--- config.mk ---
export PLATFORM = sky130hd
export DESIGN_NAME = binary_morphology_3x3_flat
export DESIGN_NICKNAME = d
export VERILOG_FILES = /design/src/hdl/bm3_pkg.sv /design/src/hdl/bm3_if.sv /design/src/hdl/bm3_ram.sv /design/src/hdl/bm3_queue.sv /design/src/hdl/bm3_front.sv /design/src/hdl/bm3_back.sv /design/src/hdl/binary_morphology_3x3.sv /design/src/flat_wrapper.sv
export SDC_FILE = /design/constraint.sdc
export NUM_CORES = 2
export LEC_CHECK = 0
export BUFFER_PORTS_ARGS = -buffer_cell sky130_fd_sc_hd__buf_4
export CELL_PAD_IN_SITES_DETAIL_PLACEMENT = 1
export CELL_PAD_IN_SITES_GLOBAL_PLACEMENT = 1
export CORE_AREA = 2 2 470 472
export DETAILED_ROUTE_END_ITERATION = 7
export DIE_AREA = 0 0 472 474
export HOLD_SLACK_MARGIN = 0.1
export PLACE_DENSITY_LB_ADDON = 0.1
export SLEW_MARGIN = 20
export SYNTH_ARGS = -nofsm -noshare
export SYNTH_HDL_FRONTEND = slang
export SYNTH_SLANG_ARGS = --single-unit
export TNS_END_PERCENT = 50
--- constraint.sdc ---
create_clock -name clk_i -period 16.3 [get_ports clk_i]
set_clock_uncertainty 0.15 [all_clocks]
set_input_delay 0 -clock clk_i [delete_from_list [all_inputs] [get_ports clk_i]]
set_output_delay 0 -clock clk_i [all_outputs]
set_load 0.02 [all_outputs]
--- src/hdl/bm3_pkg.sv ---
`timescale 1ns / 1ps
`default_nettype none

package bm3_pkg;

  // Fixed field widths of the result channel and the configuration port.
  localparam int unsigned OUT_ROW_W  = 12;
  localparam int unsigned OUT_COL_W  = 10;
  localparam int unsigned CFG_DATA_W = 13;
  localparam int unsigned CFG_IDX_W  = 2;

  // Depth of the queue between the front and the back part.
  localparam int unsigned QUEUE_DEPTH = 2;

  // Window positions that survive a shift to the right (columns 0 and 1 of each row).
  localparam logic [8:0] KEEP_LEFT_COLS = 9'h0DB;

  typedef enum logic [CFG_IDX_W-1:0] {
    CFG_IMAGE_WIDTH      = 2'd0,
    CFG_IMAGE_HEIGHT     = 2'd1,
    CFG_OPERATION        = 2'd2,
    CFG_STRUCTURING_MASK = 2'd3
  } bm3_cfg_idx_e;

  localparam logic OP_DILATE = 1'b0;
  localparam logic OP_ERODE  = 1'b1;

  typedef struct packed {
    logic [10:0] image_width;
    logic [12:0] image_height;
    logic        operation;
    logic [8:0]  structuring_mask;
  } bm3_cfg_t;

  localparam bm3_cfg_t CFG_RESET = '{
    image_width:      11'd640,
    image_height:     13'd480,
    operation:        OP_DILATE,
    structuring_mask: 9'd186
  };

  // Emission slots of one pixel; results leave from the lowest field up (prev_row_left first).
  typedef struct packed {
    logic last_row_end;  // last row, right border pixel
    logic last_row_left; // last row, pixel one column back
    logic prev_row_end;  // row above, right border pixel
    logic prev_row_left; // row above, pixel one column back
  } bm3_emit_t;

  // One classified pixel as it travels from the front to the back part.
  typedef struct packed {
    logic [8:0]           window;
    bm3_emit_t            emit;
    logic [OUT_ROW_W-1:0] row_prev;
    logic [OUT_ROW_W-1:0] row_cur;
    logic [OUT_COL_W-1:0] col_prev;
    logic [OUT_COL_W-1:0] col_cur;
  } bm3_item_t;

  // Dilation is the OR and erosion the AND of the neighbours the mask selects.
  function automatic logic bm3_apply(logic [8:0] win, logic [8:0] mask, logic op);
    logic [8:0] sel;
    sel = win & mask;
    if (op == OP_ERODE) begin
      return sel == mask;
    end
    return |sel;
  endfunction

endpackage

`default_nettype wire

--- src/hdl/bm3_if.sv ---
`timescale 1ns / 1ps
`default_nettype none

// Input pixel channel.
interface bm3_pixel_if;
  logic valid;
  logic ready;
  logic pixel_in;

  modport source (output valid, output pixel_in, input ready);
  modport sink (input valid, input pixel_in, output ready);
endinterface

// Result channel.
interface bm3_result_if;
  logic        valid;
  logic        ready;
  logic [11:0] out_row;
  logic [9:0]  out_col;
  logic        out_pixel;
  logic        run_last;
  logic        frame_last;

  modport source (
    output valid, output out_row, output out_col, output out_pixel,
    output run_last, output frame_last, input ready
  );
  modport sink (
    input valid, input out_row, input out_col, input out_pixel,
    input run_last, input frame_last, output ready
  );
endinterface

`default_nettype wire

--- src/hdl/bm3_ram.sv ---
`timescale 1ns / 1ps
`default_nettype none

module bm3_ram #(
  parameter int unsigned WIDTH = 2,
  parameter int unsigned DEPTH = 1024
) (
  input  wire logic                     clk_i,
  input  wire logic                     wr_en_i,
  input  wire logic [$clog2(DEPTH)-1:0] wr_addr_i,
  input  wire logic [WIDTH-1:0]         wr_data_i,
  input  wire logic                     rd_en_i,
  input  wire logic [$clog2(DEPTH)-1:0] rd_addr_i,
  output logic      [WIDTH-1:0]         rd_data_o
);

  logic [WIDTH-1:0] mem [DEPTH];
  logic [WIDTH-1:0] rd_data_q;

  always_ff @(posedge clk_i) begin
    if (wr_en_i) begin
      mem[wr_addr_i] <= wr_data_i;
    end
    if (rd_en_i) begin
      rd_data_q <= mem[rd_addr_i];
    end
  end

  assign rd_data_o = rd_data_q;

endmodule

`default_nettype wire

--- src/hdl/bm3_queue.sv ---
`timescale 1ns / 1ps
`default_nettype none

module bm3_queue
  import bm3_pkg::*;
#(
  parameter int unsigned DEPTH = 2
) (
  input  wire logic      clk_i,
  input  wire logic      rst_ni,
  input  wire logic      push_valid_i,
  output logic           push_ready_o,
  input  wire bm3_item_t push_item_i,
  output logic           pop_valid_o,
  input  wire logic      pop_ready_i,
  output bm3_item_t      pop_item_o
);

  localparam int unsigned PW = (DEPTH > 1) ? $clog2(DEPTH) : 1;
  localparam int unsigned NW = $clog2(DEPTH + 1);

  bm3_item_t         entry_q [DEPTH];
  logic [PW-1:0]     wr_ptr_q, wr_ptr_d;
  logic [PW-1:0]     rd_ptr_q, rd_ptr_d;
  logic [NW-1:0]     count_q, count_d;
  logic              push, pop;

  assign push_ready_o = count_q != NW'(DEPTH);
  assign pop_valid_o  = count_q != '0;
  assign pop_item_o   = entry_q[rd_ptr_q];
  assign push         = push_valid_i && push_ready_o;
  assign pop          = pop_valid_o && pop_ready_i;

  always_comb begin
    wr_ptr_d = wr_ptr_q;
    rd_ptr_d = rd_ptr_q;
    count_d  = count_q;
    if (push) begin
      wr_ptr_d = (wr_ptr_q == PW'(DEPTH - 1)) ? '0 : wr_ptr_q + PW'(1);
    end
    if (pop) begin
      rd_ptr_d = (rd_ptr_q == PW'(DEPTH - 1)) ? '0 : rd_ptr_q + PW'(1);
    end
    if (push && !pop) begin
      count_d = count_q + NW'(1);
    end else if (pop && !push) begin
      count_d = count_q - NW'(1);
    end
  end

  always_ff @(posedge clk_i or negedge rst_ni) begin
    if (!rst_ni) begin
      wr_ptr_q <= '0;
      rd_ptr_q <= '0;
      count_q  <= '0;
    end else begin
      wr_ptr_q <= wr_ptr_d;
      rd_ptr_q <= rd_ptr_d;
      count_q  <= count_d;
    end
  end

  always_ff @(posedge clk_i) begin
    if (push) begin
      entry_q[wr_ptr_q] <= push_item_i;
    end
  end

endmodule

`default_nettype wire

--- src/hdl/bm3_front.sv ---
`timescale 1ns / 1ps
`default_nettype none

module bm3_front
  import bm3_pkg::*;
#(
  parameter int unsigned MAX_WIDTH  = 1024,
  parameter int unsigned MAX_HEIGHT = 4096
) (
  input  wire logic     clk_i,
  input  wire logic     rst_ni,
  input  wire bm3_cfg_t cfg_i,
  bm3_pixel_if.sink     pix_if,
  output logic          push_valid_o,
  input  wire logic     push_ready_i,
  output bm3_item_t     push_item_o
);

  localparam int unsigned CW = $clog2(MAX_WIDTH);
  localparam int unsigned RW = $clog2(MAX_HEIGHT);

  logic [CW-1:0] col_q, col_d;
  logic [RW-1:0] row_q, row_d;
  logic [CW-1:0] w_last, a_col;
  logic [RW-1:0] h_last;
  logic          a_row_end, a_last_row, accept;

  // Second stage: the line store read is in flight.
  logic                 b_valid_q, b_valid_d;
  logic [CW-1:0]        b_col_q;
  logic                 b_col_first_q, b_row_ge1_q, b_row_ge2_q;
  logic                 b_row_end_q, b_last_row_q, b_pix_q;
  logic [OUT_ROW_W-1:0] b_row_prev_q, b_row_cur_q;
  logic [OUT_COL_W-1:0] b_col_prev_q, b_col_cur_q;
  logic                 b_fwd_q;
  logic [1:0]           b_fwd_data_q;
  logic                 b_fire;

  logic [1:0] ram_rd_data, line_bits;
  logic       top_bit, mid_bit;
  logic [8:0] win_q, win_d;

  // Effective last column and last row after clamping to the supported range.
  always_comb begin
    if (cfg_i.image_width == '0) begin
      w_last = '0;
    end else if (32'(cfg_i.image_width) > MAX_WIDTH) begin
      w_last = CW'(MAX_WIDTH - 1);
    end else begin
      w_last = CW'(cfg_i.image_width - 11'd1);
    end
    if (cfg_i.image_height == '0) begin
      h_last = '0;
    end else if (32'(cfg_i.image_height) > MAX_HEIGHT) begin
      h_last = RW'(MAX_HEIGHT - 1);
    end else begin
      h_last = RW'(cfg_i.image_height - 13'd1);
    end
  end

  assign a_row_end  = col_q >= w_last;
  assign a_col      = a_row_end ? w_last : col_q;
  assign a_last_row = row_q >= h_last;

  assign b_fire       = b_valid_q && push_ready_i;
  assign pix_if.ready = !b_valid_q || push_ready_i;
  assign accept       = pix_if.valid && pix_if.ready;

  always_comb begin
    col_d     = col_q;
    row_d     = row_q;
    b_valid_d = b_valid_q;
    if (b_fire) begin
      b_valid_d = 1'b0;
    end
    if (accept) begin
      b_valid_d = 1'b1;
      if (a_row_end) begin
        col_d = '0;
        row_d = a_last_row ? '0 : row_q + RW'(1);
      end else begin
        col_d = col_q + CW'(1);
      end
    end
  end

  always_ff @(posedge clk_i or negedge rst_ni) begin
    if (!rst_ni) begin
      col_q     <= '0;
      row_q     <= '0;
      b_valid_q <= 1'b0;
      win_q     <= '0;
    end else begin
      col_q     <= col_d;
      row_q     <= row_d;
      b_valid_q <= b_valid_d;
      win_q     <= win_d;
    end
  end

  always_ff @(posedge clk_i) begin
    if (accept) begin
      b_col_q       <= a_col;
      b_col_first_q <= a_col == '0;
      b_row_ge1_q   <= row_q != '0;
      b_row_ge2_q   <= row_q > RW'(1);
      b_row_end_q   <= a_row_end;
      b_last_row_q  <= a_last_row;
      b_pix_q       <= pix_if.pixel_in;
      b_row_prev_q  <= OUT_ROW_W'(row_q - RW'(1));
      b_row_cur_q   <= OUT_ROW_W'(row_q);
      b_col_prev_q  <= OUT_COL_W'(a_col - CW'(1));
      b_col_cur_q   <= OUT_COL_W'(a_col);
      // The older pixel's write lands in the same cycle as this read.
      b_fwd_q       <= b_fire && (b_col_q == a_col);
      b_fwd_data_q  <= {line_bits[0], b_pix_q};
    end
  end

  // Bit 1 holds the row two above, bit 0 the row above.
  bm3_ram #(
    .WIDTH (2),
    .DEPTH (MAX_WIDTH)
  ) u_lines (
    .clk_i     (clk_i),
    .wr_en_i   (b_fire),
    .wr_addr_i (b_col_q),
    .wr_data_i ({line_bits[0], b_pix_q}),
    .rd_en_i   (accept),
    .rd_addr_i (a_col),
    .rd_data_o (ram_rd_data)
  );

  assign line_bits = b_fwd_q ? b_fwd_data_q : ram_rd_data;
  assign top_bit   = b_row_ge2_q && line_bits[1];
  assign mid_bit   = b_row_ge1_q && line_bits[0];

  always_comb begin
    win_d = win_q;
    if (b_fire) begin
      win_d = (b_col_first_q ? 9'd0 : ({1'b0, win_q[8:1]} & KEEP_LEFT_COLS))
            | {b_pix_q, 2'b00, mid_bit, 2'b00, top_bit, 2'b00};
    end
  end

  assign push_valid_o                     = b_valid_q;
  assign push_item_o.window               = (b_col_first_q ? 9'd0
                                            : ({1'b0, win_q[8:1]} & KEEP_LEFT_COLS))
                                            | {b_pix_q, 2'b00, mid_bit, 2'b00, top_bit, 2'b00};
  assign push_item_o.emit.prev_row_left   = b_row_ge1_q && !b_col_first_q;
  assign push_item_o.emit.prev_row_end    = b_row_ge1_q && b_row_end_q;
  assign push_item_o.emit.last_row_left   = b_last_row_q && !b_col_first_q;
  assign push_item_o.emit.last_row_end    = b_last_row_q && b_row_end_q;
  assign push_item_o.row_prev             = b_row_prev_q;
  assign push_item_o.row_cur              = b_row_cur_q;
  assign push_item_o.col_prev             = b_col_prev_q;
  assign push_item_o.col_cur              = b_col_cur_q;

  // A stalled pixel keeps its column, so the line store write address holds.
  a_stall_hold : assert property (@(posedge clk_i) disable iff (!rst_ni)
    b_valid_q && !push_ready_i |=> b_valid_q && $stable(b_col_q))
    else $error("stalled pixel lost its place in the second stage");

  // Every accepted pixel reaches the second stage.
  a_accept_lands : assert property (@(posedge clk_i) disable iff (!rst_ni)
    accept |=> b_valid_q)
    else $error("accepted pixel did not reach the second stage");

endmodule

`default_nettype wire

--- src/hdl/bm3_back.sv ---
`timescale 1ns / 1ps
`default_nettype none

module bm3_back
  import bm3_pkg::*;
(
  input  wire logic      clk_i,
  input  wire logic      rst_ni,
  input  wire bm3_cfg_t  cfg_i,
  input  wire logic      head_valid_i,
  input  wire bm3_item_t head_item_i,
  output logic           pop_o,
  bm3_result_if.source   res_if
);

  logic [3:0] done_q, done_d;
  logic [3:0] rem, sel;
  logic       single, out_free, load;
  logic [8:0] win, win_shift, win_up, win_up_shift, sel_win;
  logic [OUT_ROW_W-1:0] sel_row;
  logic [OUT_COL_W-1:0] sel_col;

  logic                 ov_q, ov_d;
  logic [OUT_ROW_W-1:0] row_q;
  logic [OUT_COL_W-1:0] col_q;
  logic                 pixel_q, run_last_q, frame_last_q;

  assign rem      = head_item_i.emit & ~done_q;
  assign sel      = rem & (~rem + 4'd1);
  assign single   = (rem & (rem - 4'd1)) == 4'd0;
  assign out_free = !ov_q || res_if.ready;
  assign load     = head_valid_i && (rem != 4'd0) && out_free;
  // A pixel with nothing to emit leaves the queue at once.
  assign pop_o    = head_valid_i && ((rem == 4'd0) || (load && single));

  assign win          = head_item_i.window;
  assign win_shift    = {1'b0, win[8:1]} & KEEP_LEFT_COLS;
  assign win_up       = {3'b000, win[8:3]};
  assign win_up_shift = {1'b0, win_up[8:1]} & KEEP_LEFT_COLS;

  always_comb begin
    if (sel[0]) begin
      sel_win = win;
      sel_row = head_item_i.row_prev;
      sel_col = head_item_i.col_prev;
    end else if (sel[1]) begin
      sel_win = win_shift;
      sel_row = head_item_i.row_prev;
      sel_col = head_item_i.col_cur;
    end else if (sel[2]) begin
      sel_win = win_up;
      sel_row = head_item_i.row_cur;
      sel_col = head_item_i.col_prev;
    end else begin
      sel_win = win_up_shift;
      sel_row = head_item_i.row_cur;
      sel_col = head_item_i.col_cur;
    end
  end

  always_comb begin
    done_d = done_q;
    ov_d   = ov_q;
    if (res_if.ready) begin
      ov_d = 1'b0;
    end
    if (load) begin
      ov_d   = 1'b1;
      done_d = done_q | sel;
    end
    if (pop_o) begin
      done_d = '0;
    end
  end

  always_ff @(posedge clk_i or negedge rst_ni) begin
    if (!rst_ni) begin
      done_q <= '0;
      ov_q   <= 1'b0;
    end else begin
      done_q <= done_d;
      ov_q   <= ov_d;
    end
  end

  always_ff @(posedge clk_i) begin
    if (load) begin
      row_q        <= sel_row;
      col_q        <= sel_col;
      pixel_q      <= bm3_apply(sel_win, cfg_i.structuring_mask, cfg_i.operation);
      run_last_q   <= single;
      frame_last_q <= sel[3];
    end
  end

  assign res_if.valid      = ov_q;
  assign res_if.out_row    = row_q;
  assign res_if.out_col    = col_q;
  assign res_if.out_pixel  = pixel_q;
  assign res_if.run_last   = run_last_q;
  assign res_if.frame_last = frame_last_q;

  // The end of the image is always the last result of its pixel.
  a_frame_ends_run : assert property (@(posedge clk_i) disable iff (!rst_ni)
    ov_q && frame_last_q |-> run_last_q)
    else $error("frame end without run end");

  // The progress mask only marks slots the head pixel really has.
  a_done_subset : assert property (@(posedge clk_i) disable iff (!rst_ni)
    head_valid_i |-> (done_q & ~head_item_i.emit) == 4'd0)
    else $error("progress mask out of step with queue head");

  // A new head starts with no slot done.
  a_pop_clears : assert property (@(posedge clk_i) disable iff (!rst_ni)
    pop_o |=> done_q == 4'd0)
    else $error("progress mask not cleared after pop");

endmodule

`default_nettype wire

--- src/hdl/binary_morphology_3x3.sv ---
`timescale 1ns / 1ps
`default_nettype none

// Channel   Direction  Handshake         Payload
// pix_if    in         valid / ready     pixel_in (1 bit, raster order)
// res_if    out        valid / ready     out_row, out_col, out_pixel, run_last, frame_last
// cfg       in         cfg_we_i (write)  cfg_idx_i, cfg_data_i
//
// A pixel is taken every cycle while the queue has room, and results flow out one per
// cycle while res_if is ready; during the last row most pixels give two results, so that
// row runs slower. Results leave through a single output register.
// The line stores sit in one 2-bit wide RAM read at accept and written when the pixel
// leaves the second stage, which waits while the queue is full.
// Reset clears counters, window and handshake state; the line stores are not cleared.
// A stalled result channel fills the two-entry queue before the pixel input stalls.

module binary_morphology_3x3
  import bm3_pkg::*;
#(
  parameter int unsigned MAX_WIDTH  = 1024,
  parameter int unsigned MAX_HEIGHT = 4096
) (
  input  wire logic                  clk_i,
  input  wire logic                  rst_ni,
  bm3_pixel_if.sink                  pix_if,
  bm3_result_if.source               res_if,
  input  wire logic                  cfg_we_i,
  input  wire logic [CFG_IDX_W-1:0]  cfg_idx_i,
  input  wire logic [CFG_DATA_W-1:0] cfg_data_i
);

  bm3_cfg_t  cfg_q, cfg_d;
  logic      push_valid, push_ready, head_valid, pop;
  bm3_item_t push_item, head_item;

  // Configuration registers; writes are only expected while the block is idle.
  always_comb begin
    cfg_d = cfg_q;
    if (cfg_we_i) begin
      case (bm3_cfg_idx_e'(cfg_idx_i))
        CFG_IMAGE_WIDTH:      cfg_d.image_width      = cfg_data_i[10:0];
        CFG_IMAGE_HEIGHT:     cfg_d.image_height     = cfg_data_i[12:0];
        CFG_OPERATION:        cfg_d.operation        = cfg_data_i[0];
        CFG_STRUCTURING_MASK: cfg_d.structuring_mask = cfg_data_i[8:0];
        default:              cfg_d = cfg_q;
      endcase
    end
  end

  always_ff @(posedge clk_i or negedge rst_ni) begin
    if (!rst_ni) begin
      cfg_q <= CFG_RESET;
    end else begin
      cfg_q <= cfg_d;
    end
  end

  // Front part: counts position, keeps the line stores and the window, and
  // classifies each pixel by the results it will cause.
  bm3_front #(
    .MAX_WIDTH  (MAX_WIDTH),
    .MAX_HEIGHT (MAX_HEIGHT)
  ) u_front (
    .clk_i        (clk_i),
    .rst_ni       (rst_ni),
    .cfg_i        (cfg_q),
    .pix_if       (pix_if),
    .push_valid_o (push_valid),
    .push_ready_i (push_ready),
    .push_item_o  (push_item)
  );

  // The queue lets the front keep taking pixels while the back drains results.
  bm3_queue #(
    .DEPTH (QUEUE_DEPTH)
  ) u_queue (
    .clk_i        (clk_i),
    .rst_ni       (rst_ni),
    .push_valid_i (push_valid),
    .push_ready_o (push_ready),
    .push_item_i  (push_item),
    .pop_valid_o  (head_valid),
    .pop_ready_i  (pop),
    .pop_item_o   (head_item)
  );

  // Back part: issues each pixel's results one transaction at a time.
  bm3_back u_back (
    .clk_i        (clk_i),
    .rst_ni       (rst_ni),
    .cfg_i        (cfg_q),
    .head_valid_i (head_valid),
    .head_item_i  (head_item),
    .pop_o        (pop),
    .res_if       (res_if)
  );

endmodule

`default_nettype wire

--- src/flat_wrapper.sv ---
// flat-port wrapper written by rule: the top's interface ports become plain ports
module binary_morphology_3x3_flat import bm3_pkg::*;
#(
  parameter int unsigned MAX_WIDTH  = 1024,
  parameter int unsigned MAX_HEIGHT = 4096
)
  (clk_i, rst_ni, cfg_we_i, cfg_idx_i, cfg_data_i, pix_if_valid, pix_if_pixel_in, pix_if_ready, res_if_valid, res_if_out_row, res_if_out_col, res_if_out_pixel, res_if_run_last, res_if_frame_last, res_if_ready);
  bm3_pixel_if pix_if_i ();
  bm3_result_if res_if_i ();
  input  wire logic clk_i;
  input  wire logic rst_ni;
  input  wire logic cfg_we_i;
  input  wire logic [CFG_IDX_W-1:0] cfg_idx_i;
  input  wire logic [CFG_DATA_W-1:0] cfg_data_i;
  input wire logic [$bits(pix_if_i.valid)-1:0] pix_if_valid;
  input wire logic [$bits(pix_if_i.pixel_in)-1:0] pix_if_pixel_in;
  output wire logic [$bits(pix_if_i.ready)-1:0] pix_if_ready;
  output wire logic [$bits(res_if_i.valid)-1:0] res_if_valid;
  output wire logic [$bits(res_if_i.out_row)-1:0] res_if_out_row;
  output wire logic [$bits(res_if_i.out_col)-1:0] res_if_out_col;
  output wire logic [$bits(res_if_i.out_pixel)-1:0] res_if_out_pixel;
  output wire logic [$bits(res_if_i.run_last)-1:0] res_if_run_last;
  output wire logic [$bits(res_if_i.frame_last)-1:0] res_if_frame_last;
  input wire logic [$bits(res_if_i.ready)-1:0] res_if_ready;
  assign pix_if_i.valid = pix_if_valid;
  assign pix_if_i.pixel_in = pix_if_pixel_in;
  assign pix_if_ready = pix_if_i.ready;
  assign res_if_valid = res_if_i.valid;
  assign res_if_out_row = res_if_i.out_row;
  assign res_if_out_col = res_if_i.out_col;
  assign res_if_out_pixel = res_if_i.out_pixel;
  assign res_if_run_last = res_if_i.run_last;
  assign res_if_frame_last = res_if_i.frame_last;
  assign res_if_i.ready = res_if_ready;
  binary_morphology_3x3 #(.MAX_WIDTH(MAX_WIDTH), .MAX_HEIGHT(MAX_HEIGHT)) u_core (.clk_i(clk_i), .rst_ni(rst_ni), .pix_if(pix_if_i), .res_if(res_if_i), .cfg_we_i(cfg_we_i), .cfg_idx_i(cfg_idx_i), .cfg_data_i(cfg_data_i));
endmodule
# Word level (Yosys, flattened, before mapping)

Memories as Yosys holds them, arrays and structs flattened. A register that Yosys moved wholly into a read port is not among the register bits.
Cells that the tools add are included.

Bits in registers: 153
Bits in writable memories: 2,162
Input bits: 21
Output and inout bits: 27
Logic and storage cells: 139
Memories: 2

Memory list:

| name                       | depth | bits a word | read ports | clocked after memory_dff | write ports | line            | RTL |
|---|---|---|---|---|---|---|---|
| u_core.u_front.u_lines.mem | 1,024 | 2           | 1          | 1                        | 1           | bm3_ram.sv:17   | `logic [WIDTH-1:0] mem [DEPTH];` |
| u_core.u_queue.entry_q     | 2     | 57          | 1          | 0                        | 1           | bm3_queue.sv:22 | `bm3_item_t entry_q [DEPTH];` |

Add/subtract/negate cells: 12
Magnitude comparators: 5
Equality and inequality tests: 6
Muxes and demuxes: 33
Bitwise operators: 8
Reduce and logical (&&, ||, !) cells: 43

Operators by type and width:

| operator              | number |
|---|---|
| $mux 10               | 7 |
| $mux 12               | 5 |
| $sub 12x1->12 const B | 2 |
| $sub 10x1->10 const B | 2 |
| $logic_and 1x1->1     | 16 |
| $mux 8                | 2 |
| $gt 13x13->1 const B  | 1 |
| $logic_not 13->1      | 1 |
| $add 12x1->12 const B | 1 |
| $and 4x4->4           | 3 |
| $ge 12x12->1          | 1 |
| $gt 12x1->1 const B   | 1 |
| $mux 1                | 12 |
| $reduce_bool 12->1    | 1 |
| $gt 11x11->1 const B  | 1 |
| $logic_not 11->1      | 1 |
| $add 10x1->10 const B | 1 |
| $eq 10x10->1          | 1 |
| $ge 10x10->1          | 1 |
| $logic_not 10->1      | 1 |
| $reduce_and 2->1      | 5 |
| $reduce_bool 2->1     | 5 |
| $and 9x9->9           | 1 |
| $eq 9x9->1            | 1 |
| other kinds (21)      | 34 |

# Logic depth before layout (Yosys ltp)

Depth in word-level cells: 12
Depth in mapped cells: 29
Mapped depth without buffers: 23

# By module

From an unflattened synthesis, not the netlist that was laid out.

Cell total of the unflattened synthesis: 5,726
Area, all modules: 96,299.9 um^2

Modules (own cells, without submodules):

| module                | instances | cells an instance | area an instance (um^2) | sequential area each (um^2) |
|---|---|---|---|---|
| bm3_ram               | 1         | 4,793             | 83,777.8                | 61,559.0 |
| bm3_front             | 1         | 495               | 5,062.4                 | 2,317.2 |
| bm3_queue             | 1         | 195               | 4,383.0                 | 3,523.4 |
| bm3_back              | 1         | 169               | 1,712.9                 | 875.8 |
| binary_morphology_3x3 | 1         | 74                | 1,363.8                 | 864.6 |

# Worst setup path before layout

Ideal clock, no wire load.

Path kind: register to register
Start: register u_core.u_front.b_pix_q
End: register u_core.u_front.b_fwd_data_q[0], data pin
Setup time: 2,681 ps
Data arrival time: 12,066 ps
Required time: 13,469 ps
Path slack: 1,403 ps
Cell stages (with the launch flop): 1
Buffers on the path: 0
Clock period less this slack: 14,897 ps
Cell sequence: edfxtp_1

RTL lines:

| element                | line             | RTL |
|---|---|---|
| start, declared        | bm3_front.sv:32  | `logic b_row_end_q, b_last_row_q, b_pix_q;` |
| start signal, assigned | bm3_front.sv:109 | `b_pix_q <= pix_if.pixel_in;` |
| end signal, assigned   | bm3_front.sv:116 | `b_fwd_data_q <= {line_bits[0], b_pix_q};` |
| end, declared          | bm3_front.sv:36  | `logic [1:0] b_fwd_data_q;` |

No word-level cell between the ends.

# Final worst setup path

Start: register u_core.cfg_q[23] (netlist bit)
End: register u_core.u_front.u_lines.rd_data_q[0], in the netlist u_core.u_front.u_lines.rd_data_o[0], read port of u_core.u_front.u_lines.mem, data pin

Cells in the longest elaborated chain, start to end: 5
Elaborated cells between the ends (all ways): 7
Those cells by class: 1 x add/sub; 2 x order compare; 3 x mux; 1 x reduce/logical

Ends and longest elaborated chain:

| element                                              | line                             | RTL |
|---|---|---|
| start, declared                                      | binary_morphology_3x3.sv:32      | `bm3_cfg_t cfg_q, cfg_d;` |
| start signal, assigned                               | binary_morphology_3x3.sv:54      | `cfg_q <= cfg_d;` |
| $sub 10x1->10 / $gt 11x11->1 (equally long branches) | bm3_front.sv:50, bm3_front.sv:47 |  |
| $mux 10                                              | bm3_front.sv:47                  | `end else if (32'(cfg_i.image_width) > MAX_WIDTH) begin` |
| $mux 10 *                                            | bm3_front.sv:45                  | `if (cfg_i.image_width == '0) begin` |
| $ge 10x10->1                                         | bm3_front.sv:61                  | `assign a_row_end = col_q >= w_last;` |
| $mux 10 *                                            | bm3_front.sv:62                  | `assign a_col = a_row_end ? w_last : col_q;` |
| end, declared                                        | bm3_ram.sv:18                    | `logic [WIDTH-1:0] rd_data_q;` |

Mark *: on every way between the ends. The rest lies on a longest branch, timed or not.
A chain may end at the register's enable or synchronous reset.

==> flow_summary_export.csv <==
group,metric,value,unit
outcome,status,"finished, final reports clean",
synthesis,synth_top_area_share,68.73,%
setup_path,ff2ff_path_depth,26,
setup_path,critPathKind,"reg -> reg",
sta,relSlewSlack,9.630,%
min_path,hold_class,"in -> async",
sta,maxSlewViolCount,0,
drt,drcViolationCount,0,
floorplan,core_area,218700,um^2
sta,finalCritPeriodShare,57.61,%
floorplan,rows,172,
placed_design,hpwlAfterDp,206700,um
sta,hold_viol,0,
drt,firstDrtPassIters,6,
sta,hold_ws,0.1416,ns
sta,tightest_slew,1.356,ns
cts,clock_sinks,2314,
cts,path_clk_slew,0.06,ns
power_and_ir_drop,ir_drop,138.8,uV
layout,final_net_count,7918,
setup_path,cp.required,16.93,ns
synthesis,ys_seq_area_share,70.59,%
grt,grt_pass1_vias,68930,
setup_path,endpoint_kind,"flop",
layout,fillCellCount,22050,
synthesis,synth_flop_cell,"edfxtp_1",
placed_design,port_buffers,47,
setup_path,critPathMaxFanout,169,
drt,totalWireLength,367900,um
layout,drive_above_1_share,10.05,%
layout,area_growth,12.28,%
cts,cts_tree,"yes",
synthesis,synth_cell_types,96,
setup_path,critPathLaunchType,"flop",
sta,min_period,9.390,ns
setup_path,reg2reg_slack,6.91,ns
synthesis,synth-edff-count,2242,
sta,rsz0062_at_grt,"no",
grt,overflow,0,
cts,root_buffer,"clkbuf_16",
sta,tns,0,ns
drt,postRouteAntennaNets,0,
drt,vias,68500,
layout,fin_cells,10920,
synthesis,postSynthCellCount,7877,
floorplan,die-area,223700,um^2
cts,clock_latency,0.93,ns
setup_path,rr_endpoint,"u_core.u_front.u_lines.rd_data_o[0]$_DFFE_PP_",
synthesis,synth_area,97950,um^2
power_and_ir_drop,leakage,36.46,nW
grt,grt_antenna_before_repair,40,
placed_design,placed_area,101300,um^2
floorplan,die_y,474,um
run,cap_viol_max_count,0,
setup_path,arrival,10.02,ns
cts,numCtsBuffers,275,
floorplan,die_w,472,um
synthesis,syn_nets,7929,
setup_path,r2r_start,"u_core.cfg_q[23]$_DFFE_PN0P_",
floorplan,initial_core_util,44.80,%
drt,wire_per_inst,33.69,um
synthesis,ys_top_cells_by_area,"edfxtp_1, nand2_1, nor2_1",
cts,clock_path_buffers,4,
layout,final_area,110000,um^2
grt,grt_pass1_wl,516900,um
synthesis,post_synth.cell_area_avg,12.44,um^2
drt,vias_per_cell,6.273,
synthesis,async_flop_share,3.111,%
sta,max_freq,106.5,MHz
grt,grt_max_degree,212,
sta,setup_viol,0,
synthesis,yosysTopAreaCell,"edfxtp_1",
placed_design,dp_cells,10410,
synthesis,ys_warn_count,0,
placed_design,gp_routability_congestion,0.8782,
layout,finish.utilization,50.30,%
drt,initialDrtViolationCount,9084,
power_and_ir_drop,powerDensity,178.2,nW/um^2
synthesis,synth_seq_cells,2314,
floorplan,pin_count,48,
cts,h-tree-depth,5,
grt,grt_use_total,32.40,%
kinds of logic after synthesis:
group	share of synthesized area, %
AND/OR/NAND/NOR	14.81
flip-flops	70.59
AO/OA/AOI/OAI	7.057
buffers and inverters	2.902
multiplexers	3.867
XOR/XNOR	0.3845
adder cells (fa/ha/maj)	0.3960
area by class of cell:
| class | instances | area, um^2 | area share (%) |
|---|---|---|---|
| Tap cell | 2871 | 3592 | 3.266 |
| Inverter | 37 | 167.7 | 0.1524 |
| Timing Repair Buffer | 297 | 2581 | 2.347 |
| Clock buffer | 343 | 7307 | 6.644 |
| Clock inverter | 110 | 755.7 | 0.6871 |
| Sequential cell | 2314 | 69140 | 62.87 |
| Antenna cell | 8 | 20.02 | 0.01820 |
| Multi-Input combinational cell | 4941 | 26420 | 24.02 |
layer usage:
metal / share of wire [%] / vias to the layer above / track usage, %
li1: - / 28820 / -
met1: 40 / 35620 / 43.53
met2: 46 / 3271 / 51.39
met3: 9.1 / 776 / 6.318
met4: 4.8 / 16 / 14.04
met5: 0.027 / - / 0
power by group:
group          switching, mW  internal (mW)
sequential             0.145           7.25
combinational           4.88           1.62
clock                   2.40           3.31
total                   7.42           12.2
worst max-delay path by stage:
stage | slack, ns | start | end | cells after the start
6_report | 6.91 | u_core.cfg_q[23]$_DFFE_PN0P_ | u_core.u_front.u_lines.rd_data_o[0]$_DFFE_PP_ | 26
5_1_grt | 6.58 | u_core.cfg_q[23]$_DFFE_PN0P_ | u_core.u_front.u_lines.rd_data_o[0]$_DFFE_PP_ | 26
4_1_cts | 7.14 | u_core.cfg_q[23]$_DFFE_PN0P_ | u_core.u_front.u_lines.rd_data_o[0]$_DFFE_PP_ | 24
3_5_place_dp | 7.22 | u_core.cfg_q[23]$_DFFE_PN0P_ | u_core.u_front.u_lines.rd_data_o[0]$_DFFE_PP_ | 24
3_3_place_gp | 7.22 | u_core.cfg_q[23]$_DFFE_PN0P_ | u_core.u_front.u_lines.rd_data_o[0]$_DFFE_PP_ | 26
2_1_floorplan | 1.40 | u_core.u_front.b_pix_q$_DFFE_PP_ | u_core.u_front.b_fwd_data_q[0]$_DFFE_PP_ | 0
registers in the layout, indices dropped and copies added, names as in the netlist, 2 cells and up:
register	cells
u_core.u_queue.count_q	2
u_core.cfg_q	34
u_core.u_queue.entry_q	114
u_core.u_front.row_q	12
u_core.u_front.b_col_prev_q	10
u_core.u_back.done_q	4
u_core.u_front.b_fwd_data_q	2
u_core.u_front.u_lines.rd_data_o	2
u_core.u_front.col_q	10
u_core.u_front.win_q	6
u_core.u_back.res_if.out_row	12
u_core.u_back.res_if.out_col	10
u_core.u_front.b_row_prev_q	12
u_core.u_front.u_lines.mem	2048
u_core.u_front.b_row_cur_q	12
u_core.u_front.b_col_cur_q	10
per-stage QoR:
step / worst slack [ns] / total power [mW]
after global placement: 7.220 / 13.80
after detailed placement: 7.219 / 13.88
after floorplan: 1.403 / 11.43
after CTS: 7.139 / 19.57
after global routing: 6.575 / 20.20
final: 6.910 / 19.60
placed cells by master, fill, tap and decap left out, types with 17 or more instances in the layout:
cell,count
a32oi_1,33
o21ai_0,149
xnor2_1,23
nand2_1,1479
a211oi_1,93
mux2_2,68
nand2_2,23
mux4_2,23
nor3_1,106
dfrtp_1,60
ha_1,31
inv_1,26
nor2b_1,17
a31oi_1,120
a311oi_1,30
clkinv_2,40
and3_1,121
buf_4,230
clkinv_1,55
nand4_1,35
dlygate4sd3_1,50
edfxtp_1,2242
a22oi_1,25
xor2_1,20
o221ai_1,26
nand3_1,334
mux2i_1,248
nor4_1,64
o22ai_1,92
clkbuf_16,283
a21oi_1,313
clkbuf_1,60
nor2_1,1156
critical path, cell delays in order (launching register included):
cell and delay, ns:
dfrtp_1 0.44, inv_1 0.10, ha_1 0.30, or4b_4 0.56, or3_1 0.36, o21ai_0 0.09, a21oi_1 0.10, inv_1 0.12
ha_1 0.26, a211oi_1 0.21, nor2_1 0.12, a211o_1 0.36, nor3_2 0.19, buf_4 0.42, nor2_4 0.07, buf_4 0.35
inv_16 0.57, buf_12 0.68, buf_12 0.65, nand2_1 0.10, and3_1 0.22, a31oi_1 0.21, a2111oi_0 0.14, a2111oi_0 0.61
a31oi_1 0.42, a32oi_1 0.66, o32a_1 0.28
synth_stat cells, types with 25 or more instances:
cell         n
a211oi_1    94
a21oi_1    315
a22oi_1     25
a311oi_1    30
a31oi_1    120
a32oi_1     33
and3_1     122
buf_1       79
buf_2      132
buf_4       33
clkbuf_1   315
dfrtp_1     61
edfxtp_1  2242
ha_1        31
inv_1       26
mux2_2      69
mux2i_1    249
nand2_1   1503
nand3_1    350
nand4_1     35
nor2_1    1164
nor3_1     110
nor4_1      65
o21ai_0    150
o221ai_1    26
o22ai_1     92
what timing repair did:
item | CTS | global route
endpoints found under the hold margin | 161 | 6
buffers inserted | 0 | 0
setup endpoints to repair | 0 | 0
resized for setup | 0 | 0
hold buffers | 50 | 1
No activity file was read; power rests on OpenSTA's default activity.
